===== config.mk =====
export PLATFORM = sky130hd
export DESIGN_NAME = name_text_normalizer
export DESIGN_NICKNAME = d
export VERILOG_FILES = /design/src/rtl/core/ntn_pkg.sv /design/src/rtl/core/name_text_normalizer.sv
export SDC_FILE = /design/constraint.sdc
export NUM_CORES = 1
export LEC_CHECK = 0
export BUFFER_PORTS_ARGS = -buffer_cell sky130_fd_sc_hd__buf_2
export CORE_UTILIZATION = 45
export DETAILED_ROUTE_END_ITERATION = 10
export GPL_ROUTABILITY_DRIVEN = 0
export PLACE_DENSITY_LB_ADDON = 0.12
export SKIP_CTS_REPAIR_TIMING = 1
export SLEW_MARGIN = 20
export SYNTH_ARGS = -nofsm -noshare
export SYNTH_HDL_FRONTEND = slang
export SYNTH_SLANG_ARGS = --single-unit

===== constraint.sdc =====
create_clock -name i_clk -period 4.7 [get_ports i_clk]
set_input_delay 0.235 -clock i_clk [delete_from_list [all_inputs] [get_ports i_clk]]
set_output_delay 0.235 -clock i_clk [all_outputs]
set_load 0.1 [all_outputs]

===== src/rtl/core/ntn_pkg.sv =====
// ntn_pkg: shared constants, types and the accent fold table of the name normalizer
// depends on nothing; used by name_text_normalizer
package ntn_pkg;

    // result queue depth, power of two, at least 4
    localparam int FifoDepthDefault = 4;

    // largest number of results one transaction can produce
    localparam int MaxResults = 3;

    // byte codes
    localparam logic [7:0] ByteLeadC3 = 8'hC3;
    localparam logic [7:0] ByteLeadC5 = 8'hC5;
    localparam logic [7:0] ByteOeUpper = 8'h92;
    localparam logic [7:0] ByteOeLower = 8'h93;
    localparam logic [7:0] ByteSpace = 8'h20;
    localparam logic [7:0] ByteDash = 8'h2D;
    localparam logic [7:0] ByteApos = 8'h27;
    localparam logic [7:0] ByteParenOpen = 8'h28;
    localparam logic [7:0] ByteParenClose = 8'h29;
    localparam logic [7:0] ByteDot = 8'h2E;
    localparam logic [7:0] ByteUpperA = 8'h41;
    localparam logic [7:0] ByteUpperZ = 8'h5A;
    localparam logic [7:0] ByteLowerO = 8'h6F;
    localparam logic [7:0] ByteLowerE = 8'h65;
    localparam logic [7:0] CaseOffset = 8'h20;

    // held lead byte
    typedef enum logic [2:0] {
        LeadNone = 3'b001,
        LeadC3   = 3'b010,
        LeadC5   = 3'b100
    } t_lead;

    // one queued result
    typedef struct packed {
        logic [7:0] data;
        logic       has;
        logic       last;
    } t_result;

    // plain letter for a trail byte after 0xC3, zero where no fold exists
    function automatic logic [7:0] fold_c3(input logic [4:0] idx);
        logic [7:0] r;
        case (idx)
            5'd0, 5'd2, 5'd4:                 r = 8'h61; // a
            5'd7:                             r = 8'h63; // c
            5'd8, 5'd9, 5'd10, 5'd11:         r = 8'h65; // e
            5'd14, 5'd15:                     r = 8'h69; // i
            5'd20, 5'd22:                     r = 8'h6F; // o
            5'd25, 5'd27, 5'd28:              r = 8'h75; // u
            default:                          r = 8'h00;
        endcase
        return r;
    endfunction

endpackage


===== src/rtl/core/name_text_normalizer.sv =====
// name_text_normalizer: byte stream name cleanup with a small result queue
// depends on ntn_pkg
// results of an accepted byte are written into the queue and offered behind any results already queued
// throughput: one byte per cycle while each byte gives at most one result and the output takes each result
//   as offered; a byte giving two or three results holds the input back until the queue has three free slots again
// reset: i_rst_n synchronous active low clears lead, space and text flags and empties the queue
module name_text_normalizer #(
    parameter int P_FIFO_DEPTH = ntn_pkg::FifoDepthDefault
) (
    input  logic       i_clk,
    input  logic       i_rst_n,
    input  logic       i_valid,
    output logic       o_ready,
    input  logic [7:0] i_in_byte,
    input  logic       i_in_last,
    output logic       o_valid,
    input  logic       i_ready,
    output logic [7:0] o_out_byte,
    output logic       o_has_byte,
    output logic       o_out_last
);

    localparam int PtrW = $clog2(P_FIFO_DEPTH);
    localparam int CntW = $clog2(P_FIFO_DEPTH + 1);

    // stream state
    ntn_pkg::t_lead r_lead, n_lead;
    logic           r_owed, n_owed;
    logic           r_seen, n_seen;

    // result queue
    ntn_pkg::t_result r_mem [P_FIFO_DEPTH];
    logic [PtrW-1:0]  r_wr, r_rd;
    logic [CntW-1:0]  r_count;

    // per-transaction results
    logic [7:0]       txt [2];
    logic [1:0]       k, k_lead;
    logic             fresh, seen_mid, seen_end, fresh_space, sp, in_fire, out_fire;
    logic [1:0]       m;
    logic [7:0]       fold;
    ntn_pkg::t_result e [ntn_pkg::MaxResults];

    assign in_fire  = i_valid && o_ready;
    assign out_fire = o_valid && i_ready;
    assign fold     = ntn_pkg::fold_c3(i_in_byte[4:0]);

    // text bytes produced by this byte
    always_comb begin
        txt[0]      = '0;
        txt[1]      = '0;
        k           = 2'd0;
        fresh       = 1'b1;
        fresh_space = 1'b0;
        n_lead      = ntn_pkg::LeadNone;
        // resolve a held lead
        case (r_lead)
            ntn_pkg::LeadC3: begin
                k = 2'd1;
                if (i_in_byte[7:6] == 2'b10 && fold != 8'h00) begin
                    txt[0] = fold;
                    fresh  = 1'b0;
                end else begin
                    txt[0] = ntn_pkg::ByteLeadC3;
                end
            end
            ntn_pkg::LeadC5: begin
                if (i_in_byte == ntn_pkg::ByteOeUpper || i_in_byte == ntn_pkg::ByteOeLower) begin
                    txt[0] = ntn_pkg::ByteLowerO;
                    txt[1] = ntn_pkg::ByteLowerE;
                    k      = 2'd2;
                    fresh  = 1'b0;
                end else begin
                    txt[0] = ntn_pkg::ByteLeadC5;
                    k      = 2'd1;
                end
            end
            default: ;
        endcase
        k_lead   = k;
        seen_mid = r_seen || (k_lead != 2'd0);
        // the byte on its own
        if (fresh) begin
            if (i_in_byte == ntn_pkg::ByteLeadC3) begin
                n_lead = ntn_pkg::LeadC3;
            end else if (i_in_byte == ntn_pkg::ByteLeadC5) begin
                n_lead = ntn_pkg::LeadC5;
            end else if (i_in_byte inside {[ntn_pkg::ByteUpperA:ntn_pkg::ByteUpperZ]}) begin
                txt[k[0]] = i_in_byte + ntn_pkg::CaseOffset;
                k         = k + 2'd1;
            end else if (i_in_byte inside {ntn_pkg::ByteSpace, ntn_pkg::ByteDash,
                                           ntn_pkg::ByteApos}) begin
                fresh_space = 1'b1;
            end else if (i_in_byte inside {ntn_pkg::ByteParenOpen, ntn_pkg::ByteParenClose,
                                           ntn_pkg::ByteDot}) begin
                // deleted
            end else begin
                txt[k[0]] = i_in_byte;
                k         = k + 2'd1;
            end
        end
        // flush a lead at end of name
        if (i_in_last) begin
            if (n_lead == ntn_pkg::LeadC3) begin
                txt[k[0]] = ntn_pkg::ByteLeadC3;
                k         = k + 2'd1;
            end else if (n_lead == ntn_pkg::LeadC5) begin
                txt[k[0]] = ntn_pkg::ByteLeadC5;
                k         = k + 2'd1;
            end
            n_lead = ntn_pkg::LeadNone;
        end
        seen_end = r_seen || (k != 2'd0);
    end

    // arrange results: owed space, text, end marker
    always_comb begin
        sp = r_owed && (k != 2'd0);
        for (int j = 0; j < ntn_pkg::MaxResults; j++) begin
            e[j] = '{data: 8'h00, has: 1'b1, last: 1'b0};
        end
        if (sp) begin
            e[0].data = ntn_pkg::ByteSpace;
            e[1].data = txt[0];
            e[2].data = txt[1];
        end else begin
            e[0].data = txt[0];
            e[1].data = txt[1];
        end
        m = k + {1'b0, sp};
        if (i_in_last && seen_end && m == 2'd0) begin
            e[0].has = 1'b0;
            m        = 2'd1;
        end
        if (i_in_last && seen_end) begin
            e[m - 2'd1].last = 1'b1;
        end
    end

    // next flags
    always_comb begin
        if (i_in_last) begin
            n_owed = 1'b0;
            n_seen = 1'b0;
        end else begin
            n_seen = seen_end;
            if (fresh_space && seen_mid) begin
                n_owed = 1'b1;
            end else if (k != 2'd0) begin
                n_owed = 1'b0;
            end else begin
                n_owed = r_owed;
            end
        end
    end

    // state registers
    always_ff @(posedge i_clk) begin
        if (!i_rst_n) begin
            r_lead <= ntn_pkg::LeadNone;
            r_owed <= 1'b0;
            r_seen <= 1'b0;
        end else if (in_fire) begin
            r_lead <= n_lead;
            r_owed <= n_owed;
            r_seen <= n_seen;
        end
    end

    // queue storage
    always_ff @(posedge i_clk) begin
        if (in_fire) begin
            for (int j = 0; j < ntn_pkg::MaxResults; j++) begin
                if (2'(j) < m) begin
                    r_mem[r_wr + PtrW'(j)] <= e[j];
                end
            end
        end
    end

    // queue pointers and fill count
    always_ff @(posedge i_clk) begin
        if (!i_rst_n) begin
            r_wr    <= '0;
            r_rd    <= '0;
            r_count <= '0;
        end else begin
            if (in_fire) begin
                r_wr <= r_wr + PtrW'(m);
            end
            if (out_fire) begin
                r_rd <= r_rd + PtrW'(1);
            end
            r_count <= r_count + (in_fire ? CntW'(m) : CntW'(0)) - CntW'(out_fire);
        end
    end

    assign o_ready    = r_count <= CntW'(P_FIFO_DEPTH - ntn_pkg::MaxResults);
    assign o_valid    = r_count != '0;
    assign o_out_byte = r_mem[r_rd].data;
    assign o_has_byte = r_mem[r_rd].has;
    assign o_out_last = r_mem[r_rd].last;

endmodule


==> out/metrics.cfg <==
[floorplanning]
die_h_um = 100.4
die_area_um2 = 10080
die_w_um = 100.4
pin_count = 25
rows = 35
core_area_um2 = 9328
initial_core_util_pct = 46.72

[cts]
insertion_delay_ps = 310
numCtsBuffers = 5
cts_sinks = 54
clkTransAtPathRegs_ps = 100
clock-root-buffer = clkbuf_8
cts_tree = built
clk_path_buf_depth = 2
htreeDepth = 2

[timing]
max_freq_ghz = 0.2592
finalCritPeriodShare_pct = 82.08
setup_viol = 0
hold_viol_final = 0
finalCriticalPeriod_ps = 3858
rsz0062_at_grt = no
maxSlewHeadroom_pct = 38.69
tns_ps = 0
tightestPinTransition_ps = 917.5
fin_worst_skew_ps = 4.515
drv_slew = 0
setup_ws_ps = 842.3

[cells_and_area]
regArea_um2 = 1481
fillerInstances = 913
n_antenna_cell = 0
multi_input_area_um2 = 2655
final_layout_size_suffix_gt1_share_pct = 16.77
syn2layout_area_growth_pct = 8.240
fin_nets = 517
stdcell_area_um2 = 4717

[min_path]
hp-start = i_rst_n
min_to = r_lead[0]
min_path_type = input pin to flop
hold_path_depth = 2

[setup_path]
rrSetupSlack_ps = 970
r2r_cells = 15
r2r_start = r_lead[2]
cp-start-kind = input pin
reg2reg_to = r_count[2]
critPathRequiredTime_ps = 4910
worst_setup_path_end_kind = flop
worstPathArrival_ps = 4060
crit_type = input pin to flop
cp_max_fo = 9

[logic_synthesis]
syn_inst = 484
synthFlopType = edfxtp_1
synth_nets = 507
synth_cell_types = 75
netlist_area_um2 = 4358
ys_seq_area_share_pct = 33.99
synth-seq-cells = 54
synth_edf_count = 40
yosysWarnings = 0
async_reset_ff_share_pct = 0
syn_area_per_cell_um2 = 9.004

[grt]
antenna_found_initial = 0
grt_overflow = 0
grt_pass1_vias = 3607
track_usage_pct = 24.22
grt_pass1_wl_um = 18920
grt_max_degree = 31

[power]
power_mw = 1.775
ir_drop_v = 0.0002600
power.density_nw_per_um2 = 376.2
p_leak_nw = 1.623

[detailed_routing]
wl_um = 11770
drt_first_pass_iters = 5
viasPerCell = 6.383
ant_nets = 0
vias = 3983
avgRoutedWirePerCell_um = 18.86
drc = 0
drt_iter0_markers = 270

[place]
hpwl_um = 8854
pre_cts_slack_ps = 510.9
dpl-instance-area_um2 = 4579
io_buffers = 24

[job]
maxCapViolations = 0

[run_status]
status = complete, no violations

==> worst max-delay path by stage <==
stage,from,end,slack (ps),cells after the start
global placement,i_in_byte[0],r_count[2],730,18
global route,i_in_byte[0],r_count[2],450,18
finish,i_in_byte[1],r_count[2],840,18
floorplan,i_in_byte[3],r_count[2],1090,17
CTS,i_in_byte[1],r_count[2],830,18
detailed placement,i_in_byte[1],r_count[2],510,18
==> worst max-delay path, stage by stage <==
cell	delay [ps]
buf_2	190
inv_1	90
ha_1	260
a21o_1	190
a221oi_1	420
nor2_1	200
o21ai_1	350
o21ai_0	260
or2_2	380
nand3_1	130
nand2_1	70
ha_1	280
inv_1	40
ha_1	180
fa_1	380
xnor2_1	200
xnor2_1	80
and2_1	150
==> logic make-up after synthesis <==
family / Yosys count / share of synthesized area [%]
flops: 54 / 33.99
fa+ha+maj: 10 / 3.043
buf+inv: 50 / 5.082
compound gates: 176 / 28.48
mux: 23 / 8.183
simple gates: 164 / 19.81
xor+xnor: 7 / 1.407
==> report_power, final <==
part	internal (mW)	leakage [nW]	switching, mW	total [mW]
Combinational	0.204	1.08	0.561	0.765
Sequential	0.578	0.475	0.0735	0.651
Clock	0.206	0.0696	0.153	0.359
Total	0.987	1.62	0.788	1.77
==> layer usage <==
layer / track usage [%] / up-vias / wire length [um]
met3: 2.716 / 31 / 658
met4: 9.142 / 0 / 306
met2: 38.04 / 165 / 5317
met5: 0 / - / 0
met1: 34.27 / 1909 / 5487
li1: - / 1878 / -
==> cell usage after synthesis (all sizes together) (9+ instances only) <==
cell     n  share of area (%)
nand2   49                4.5
a221oi  10                2.0
inv     15                1.3
ha       9                2.6
o221ai  10                2.2
a21oi   39                5.4
nand4   11                1.6
clkbuf  18                1.6
edfxtp  40                 28
buf     17                2.2
nand3   15                1.8
mux4    10                5.2
nor2    35                3.1
o21ai   47                5.7
dfxtp   14                6.4
a31oi   10                1.4
mux2i   12                2.8
and2    11                1.6
==> area by class of cell <==
| class | count | area share, % |
|---|---|---|
| Clock buffer | 7 | 2.281 |
| Clock inverter | 1 | 0.6366 |
| Inverter | 15 | 1.194 |
| Multi-Input combinational cell | 380 | 56.29 |
| Sequential cell | 54 | 31.41 |
| Tap cell | 129 | 3.422 |
| Timing Repair Buffer | 38 | 4.775 |
==> cell usage in the layout (no fill, tap or decap), drive strengths merged, types with 5 or more instances in the layout <==
cell type and n:
a21oi 39, xnor2 6, inv 15, clkbuf 7
mux4 10, mux2i 12, nor3 8, edfxtp 40
o221ai 10, a221oi 10, a21boi 5, nand2b 7
a211oi 8, nor2 35, ha 9, nand4 11
nor2b 7, nand3 15, a22oi 6, a21o 5
nand2 49, dfxtp 14, a31oi 10, buf 38
o21ai 47, o211ai 6, and2 11
==> sequential cells by signal, summed over array words and instances (netlist names), named ones only <==
| signal | count |
|---|---|
| r_mem | 40 |
| r_count | 3 |
| r_lead | 3 |
| r_rd | 2 |
| r_wr | 2 |
| r_owed | 1 |
| r_seen | 1 |
==> metrics by stage <==
| step | hold slack, ps | utilization (%) | cells |
|---|---|---|---|
| after floorplan | 388.1 | - | 484 |
| after global placement | 497.9 | 49.09 | 616 |
| after detailed placement | 511.5 | 49.09 | 616 |
| after CTS | 226.1 | 50.57 | 624 |
| after global routing | 233.3 | 50.57 | 624 |
| final | 217.6 | 50.57 | 624 |
Note: power is estimated with default switching activity, not from simulation.
